File: config.mk
export PLATFORM = sky130hd
export DESIGN_NAME = radical_inverse_sequence
export DESIGN_NICKNAME = d
export VERILOG_FILES = /design/src/rtl/core/rdi_pkg.sv /design/src/rtl/core/radical_inverse_sequence.sv
export VERILOG_INCLUDE_DIRS = /design/src /design/src/rtl/core
export SDC_FILE = /design/constraint.sdc
export NUM_CORES = 1
export LEC_CHECK = 0
export BUFFER_PORTS_ARGS = -buffer_cell sky130_fd_sc_hd__clkbuf_2
export CORE_MARGIN = 2
export CORE_UTILIZATION = 60
export CTS_CLUSTER_DIAMETER = 60
export DETAILED_ROUTE_END_ITERATION = 8
export PLACE_DENSITY_LB_ADDON = 0.2
export SLEW_MARGIN = 0
export SYNTH_ARGS = -nofsm -noshare
export SYNTH_HDL_FRONTEND = slang
export SYNTH_SLANG_ARGS = --single-unit
export TNS_END_PERCENT = 30
File: constraint.sdc
create_clock -name clk -period 10.72 [get_ports clk]
set_clock_uncertainty 0.15 [all_clocks]
set_input_delay 1.072 -clock clk [delete_from_list [all_inputs] [get_ports clk]]
set_output_delay 1.072 -clock clk [all_outputs]
set_load 0.01 [all_outputs]
File: src/rtl/core/radical_inverse_sequence_assert.svh
// assertion macros for the radical inverse sequence block
// expects a clock named clk and a synchronous active-high reset named rst in scope
`ifndef RADICAL_INVERSE_SEQUENCE_ASSERT_SVH
`define RADICAL_INVERSE_SEQUENCE_ASSERT_SVH

// same-cycle implication, checked outside reset
`define RIS_ASSERT_IMPL(label, ante, cons, msg) \
  label: assert property (@(posedge clk) disable iff (rst) (ante) |-> (cons)) \
    else $error(msg);

// next-cycle implication, checked outside reset
`define RIS_ASSERT_NEXT(label, ante, cons, msg) \
  label: assert property (@(posedge clk) disable iff (rst) (ante) |=> (cons)) \
    else $error(msg);

`endif

File: src/rtl/core/rdi_pkg.sv
// shared constants and helpers for the radical inverse sequence block
// no dependencies
package rdi_pkg;

  localparam int SEQ_W     = 16;  // seq_index port width
  localparam int FRAC_W    = 24;  // fraction port width
  localparam int RADIX_W   = 9;   // radix register width
  localparam int DIGIT_W   = 8;   // one digit, always below the base

  localparam logic [RADIX_W-1:0] RADIX_MIN   = 9'd2;
  localparam logic [RADIX_W-1:0] RADIX_MAX   = 9'd256;
  localparam logic [RADIX_W-1:0] RADIX_RESET = 9'd2;

  // bases outside 2..256 saturate to the nearest end
  function automatic logic [RADIX_W-1:0] clamp_radix(input logic [RADIX_W-1:0] v);
    logic [RADIX_W-1:0] res;
    if (v < RADIX_MIN) begin
      res = RADIX_MIN;
    end else if (v > RADIX_MAX) begin
      res = RADIX_MAX;
    end else begin
      res = v;
    end
    return res;
  endfunction

endpackage

File: src/rtl/core/radical_inverse_sequence.sv
// channel   | handshake              | payload
// ----------+------------------------+-------------------------
// cfg       | cfg_valid / cfg_ready  | radix [8:0]
// input     | in_valid / in_ready    | seq_index [15:0]
// output    | out_valid / out_ready  | fraction [23:0]
//
// each item runs the bit-serial digit divider once per digit of the index in the current
// base (not at all for index 0), each digit followed by an accumulate step, and then the
// bit-serial quotient loop that produces the fraction bits.
// reset sets the base to 2; there is no clearing pass, cfg is always ready.
// a finished result sits in the output register while the next item is taken;
// if it is still held when the next result is due, the block waits there.
// van der corput radical inverse, digit serial datapath
// depends on rdi_pkg and radical_inverse_sequence_assert.svh
`include "radical_inverse_sequence_assert.svh"

module radical_inverse_sequence #(
  parameter int INDEX_BITS = 16,
  parameter int FRAC_BITS  = 24
) (
  input  logic                        clk,
  input  logic                        rst,
  input  logic                        cfg_valid,
  output logic                        cfg_ready,
  input  logic [rdi_pkg::RADIX_W-1:0] radix,
  input  logic                        in_valid,
  output logic                        in_ready,
  input  logic [rdi_pkg::SEQ_W-1:0]   seq_index,
  output logic                        out_valid,
  input  logic                        out_ready,
  output logic [rdi_pkg::FRAC_W-1:0]  fraction
);
  import rdi_pkg::*;

  // reversed value and base power stay below base * 2^INDEX_BITS
  localparam int PW    = INDEX_BITS + RADIX_W - 1;
  localparam int CMAX  = (INDEX_BITS > FRAC_BITS) ? INDEX_BITS : FRAC_BITS;
  localparam int CW    = $clog2(CMAX);

  typedef enum logic [2:0] {S_IDLE, S_DIV, S_ACC, S_QUO, S_FIN} state_t;

  state_t                  state;
  logic [RADIX_W-1:0]      base;
  logic [INDEX_BITS-1:0]   n;       // dividend shifting out, quotient shifting in
  logic [DIGIT_W-1:0]      rem;
  logic [PW-1:0]           r;
  logic [PW-1:0]           p;
  logic [FRAC_BITS-1:0]    q;
  logic [CW-1:0]           cnt;

  logic [INDEX_BITS-1:0]   idx_in;
  logic [RADIX_W-1:0]      drem;
  logic                    dge;
  logic [DIGIT_W-1:0]      rem_next;
  logic [PW+RADIX_W-1:0]   r_prod;
  logic [PW+RADIX_W-1:0]   p_prod;
  logic [PW:0]             rs;
  logic [PW:0]             rdiff;
  logic                    qge;
  logic [PW-1:0]           r_next;
  logic                    last_div;
  logic                    last_quo;

  assign idx_in    = INDEX_BITS'(seq_index);
  assign cfg_ready = 1'b1;
  assign in_ready  = (state == S_IDLE);

  // one restoring step of index / base
  assign drem     = {rem, n[INDEX_BITS-1]};
  assign dge      = (drem >= base);
  assign rem_next = dge ? DIGIT_W'(drem - base) : drem[DIGIT_W-1:0];

  assign r_prod = {{RADIX_W{1'b0}}, r} * {{PW{1'b0}}, base};
  assign p_prod = {{RADIX_W{1'b0}}, p} * {{PW{1'b0}}, base};

  // one restoring step of r * 2^FRAC_BITS / p
  assign rs     = {r, 1'b0};
  assign rdiff  = rs - {1'b0, p};
  assign qge    = (rs >= {1'b0, p});
  assign r_next = qge ? rdiff[PW-1:0] : rs[PW-1:0];

  assign last_div = (cnt == CW'(INDEX_BITS - 1));
  assign last_quo = (cnt == CW'(FRAC_BITS - 1));

  always_ff @(posedge clk) begin
    if (rst) begin
      state     <= S_IDLE;
      out_valid <= 1'b0;
      base      <= RADIX_RESET;
    end else begin
      if (cfg_valid && cfg_ready) begin
        base <= clamp_radix(radix);
      end
      // in S_FIN the output register is handled below
      if (out_valid && out_ready && state != S_FIN) begin
        out_valid <= 1'b0;
      end
      unique case (state)
        S_IDLE: begin
          if (in_valid) begin
            n     <= idx_in;
            r     <= '0;
            p     <= PW'(1);
            q     <= '0;
            rem   <= '0;
            cnt   <= '0;
            state <= (idx_in == '0) ? S_QUO : S_DIV;
          end
        end
        S_DIV: begin
          n   <= {n[INDEX_BITS-2:0], dge};
          rem <= rem_next;
          cnt <= cnt + CW'(1);
          if (last_div) begin
            state <= S_ACC;
          end
        end
        S_ACC: begin
          // append the digit just split off, scale the base power
          r     <= r_prod[PW-1:0] + PW'(rem);
          p     <= p_prod[PW-1:0];
          rem   <= '0;
          cnt   <= '0;
          state <= (n == '0) ? S_QUO : S_DIV;
        end
        S_QUO: begin
          r   <= r_next;
          q   <= {q[FRAC_BITS-2:0], qge};
          cnt <= cnt + CW'(1);
          if (last_quo) begin
            state <= S_FIN;
          end
        end
        S_FIN: begin
          if (!out_valid || out_ready) begin
            out_valid <= 1'b1;
            fraction  <= FRAC_W'(q);
            state     <= S_IDLE;
          end
        end
        default: state <= S_IDLE;
      endcase
    end
  end

  `RIS_ASSERT_IMPL(a_frac_below_one, state == S_QUO, r < p, "partial remainder reached the base power")
  `RIS_ASSERT_IMPL(a_digit_below_base, state == S_DIV, {1'b0, rem} < base, "digit remainder not below base")
  `RIS_ASSERT_NEXT(a_fin_holds, state == S_FIN && out_valid && !out_ready, state == S_FIN, "result left before output register freed")

endmodule
==> results.json <==
{
  "place_ws_ns": 3.952,
  "reg2reg_slack_ns": 3.72,
  "drive_gt1_share_pct": 7.015,
  "placed_area_sq_um": 17800,
  "cts_resized": 0,
  "status": "finished, final reports clean",
  "cts_sinks": 138,
  "slowest_delay_ns": 1.02,
  "fin_area_sq_um": 18370,
  "drv_slew": 0,
  "clock.fmax_ghz": 0.1429,
  "cpMaxStageDelayCell": "dfxtp_1",
  "grt_pass1_wl_microns": 71570,
  "finalNonFillerCells": 2223,
  "synth_top_area_cell": "fa_1",
  "synth.most_common_cell": "nand2_1",
  "synth-simple-area-share_pct": 17.44,
  "first_pass_iters": 5,
  "r2r_end": "r[22]",
  "drtIter0Drc": 1004,
  "synth_nets": 2219,
  "min_from": "q[23]",
  "holdPathStages": 0,
  "cts_tree": "built",
  "end_kind": "register",
  "p_per_area_nw_per_um2": 121.6,
  "grt_pass1_vias": 13900,
  "ant_nets": 0,
  "antenna_found_initial": 1,
  "setup-tns-final_ns": 0,
  "pin_count": 57,
  "htreeDepth": 4,
  "synth_fa_ha_area_share_pct": 38.09,
  "irDropWorstVdd_mv": 0.09548,
  "path_buf_inv": 3,
  "multi_input_comb_area_sq_um": 11970,
  "worst_pin_slew_ns": 1.137,
  "num_rows": 62,
  "setup_slack_ns": 3.721,
  "cp_common_cell": "fa_1",
  "numPortBuffers": 55,
  "seqCellArea_sq_um": 4014,
  "r2r-start": "base[5]",
  "area_growth_pct": 6.685,
  "holdCritPathClass": "reg2reg",
  "setup_violations": 0,
  "initial_core_util_pct": 60.48,
  "cp_max_fo": 22,
  "reg2regPathDepth": 20,
  "grt_max_degree": 46,
  "vias_per_cell": 5.804,
  "min_to": "fraction[23]",
  "cp.arrival_ns": 6.99,
  "cts_setup_buffers": 0,
  "path_cells": "clkinv_1 > nor2_1 > fa_1 > fa_1 > ha_1 > fa_1 > inv_1 > fa_1 > inv_1 > ha_1 > o21ai_0 > nand2b_1 > a31oi_2 > o21ai_2 > a211oi_2 > o21ai_2 > a221oi_2 > o21ai_0 > xnor2_1 > o22ai_1",
  "hold_violations": 0,
  "synth_async_sr_flop_share_pct": 0,
  "cap_violations": 0,
  "dieHeight_microns": 173.4,
  "cp_top_family": "adder cells",
  "slew_headroom_pct": 24.09,
  "ys_seq_area_share_pct": 23.31,
  "clk_latency_ns": 0.45,
  "ys_top_cells_by_area": "fa_1, edfxtp_1, ha_1",
  "diodes": 0,
  "synth_seq_cells": 138,
  "dr_total_vias": 12900,
  "place_inst": 2191,
  "ys_warn_count": 0,
  "synth_cells": 1816,
  "finalNetCount": 2229,
  "synth_flop_cell": "edfxtp_1",
  "cts_buffer_depth": 2,
  "timing_worst_setup_path_type": "reg2reg",
  "clk_pin_slew_ns": 0.08,
  "root_buffer": "clkbuf_16",
  "dpl.hpwl_microns": 33060,
  "synth_cell_types": 71,
  "min_period_ns": 6.999,
  "synth_top_area_share_pct": 29.30,
  "drc": 0,
  "critPathRequiredTime_ns": 10.71,
  "wl_per_cell_microns": 19.42,
  "worstSetupStartpointType": "register",
  "rsz0062_at_grt": "false",
  "synth_top_family_by_area": "adder cells",
  "syn_avg_cell_area_sq_um": 9.482,
  "place_congestion": 0.9475,
  "synth_xor_area_share_pct": 4.476,
  "track_usage_pct": 30.45,
  "synthMuxAreaShare_pct": 0.6976,
  "yosys-top-cells-count": "nand2_1, fa_1, inv_1",
  "synth_compound_area_share_pct": 8.611,
  "grt_overflow": 0,
  "fp.dieW_microns": 173.4,
  "fill_cells": 2358,
  "post-route-period-util_pct": 65.29,
  "cts_made_buffers": 17,
  "die_area_sq_um": 30070,
  "synth_area_sq_um": 17220,
  "ctsHoldBuffers": 0,
  "wl_microns": 43170,
  "cellLeakagePower_nw": 8.469,
  "core-area_sq_um": 28470,
  "synth_edf_count": 125
}
-- where the power goes --
part	total, mW	internal (mW)	switching (mW)
combinational	0.936	0.380	0.555
clock	0.600	0.311	0.289
sequential	0.698	0.634	0.0643
-- layout by cell type, fill, tap and decap left out, types with 4 or more instances in the layout --
cell | synthesis | routed
o22ai_1 | 16 | 16
inv_6 | 0 | 4
nor4_1 | 11 | 11
ha_1 | 121 | 121
xnor2_1 | 53 | 53
a22oi_1 | 4 | 4
nor2_1 | 155 | 155
a21oi_2 | 1 | 4
fa_1 | 252 | 252
xor2_1 | 35 | 35
clkbuf_2 | 0 | 55
a21oi_1 | 67 | 64
edfxtp_1 | 125 | 125
nor3_1 | 16 | 14
dfxtp_1 | 13 | 13
o21ai_0 | 28 | 28
inv_8 | 0 | 6
a21boi_0 | 4 | 4
and2_1 | 108 | 108
and3_1 | 33 | 33
mux2i_1 | 12 | 12
clkbuf_16 | 0 | 17
o21a_1 | 9 | 9
inv_1 | 249 | 249
o21bai_1 | 6 | 6
nand2_1 | 280 | 280
nand4_1 | 7 | 7
o21ai_1 | 9 | 9
nor2b_1 | 10 | 10
nand3_1 | 9 | 9
buf_4 | 5 | 15
a21o_1 | 21 | 21
a211oi_1 | 9 | 9
nand2b_1 | 13 | 13
-- final cells by class --
type                            count  share of cell area [%]
Clock buffer                       17                   2.316
Clock inverter                     15                  0.8105
Inverter                          252                   5.149
Multi-Input combinational cell   1347                   65.15
Sequential cell                   138                   21.85
Tap cell                          384                   2.615
Timing Repair Buffer               70                   2.111
-- worst max-delay path by stage --
| stage | from | depth (start not counted) | to |
|---|---|---|---|
| after CTS | base[5] | 20 | r[22] |
| after global routing | base[5] | 20 | r[22] |
| after detailed placement | base[5] | 20 | r[22] |
| after global placement | base[5] | 20 | r[22] |
| after floorplan | base[1] | 24 | r[23] |
| final | base[5] | 20 | r[22] |
-- flip-flops by register name, indices dropped and copies added, names as in the netlist --
name and flops:
base 9, cnt 5, fraction 24, n 16
out_valid 1, p 24, q 24, r 24
rem 8, state 3
-- cell families (layout without fill, tap and decap cells) --
logic type,count (synthesis),count (layout)
buffers and inverters,331,354
adder cells (fa/ha/maj),373,373
XOR/XNOR,88,88
AND/OR/NAND/NOR,655,655
AO/OA/AOI/OAI,218,218
flip-flops,138,138
multiplexers,12,12
other,1,1
-- routing by layer --
| metal | up-vias | track usage (%) | wire, microns |
|---|---|---|---|
| met5 | - | 0 | 10 |
| li1 | 5853 | - | - |
| met3 | 125 | 5.285 | 3178 |
| met4 | 2 | 12.54 | 1843 |
| met2 | 500 | 52.08 | 20960 |
| met1 | 6422 | 38.51 | 17170 |
-- metrics by stage --
stage               hold WS, ns  power, mW  util [%]
global placement         0.2593      1.608     62.51
finish                   0.2896      2.234     64.52
global route             0.2894      2.382     64.52
detailed placement       0.2732      1.625     62.51
floorplan                0.2503      1.394         -
CTS                      0.2925      2.235     64.52
No activity file was read; power rests on OpenSTA's default activity.
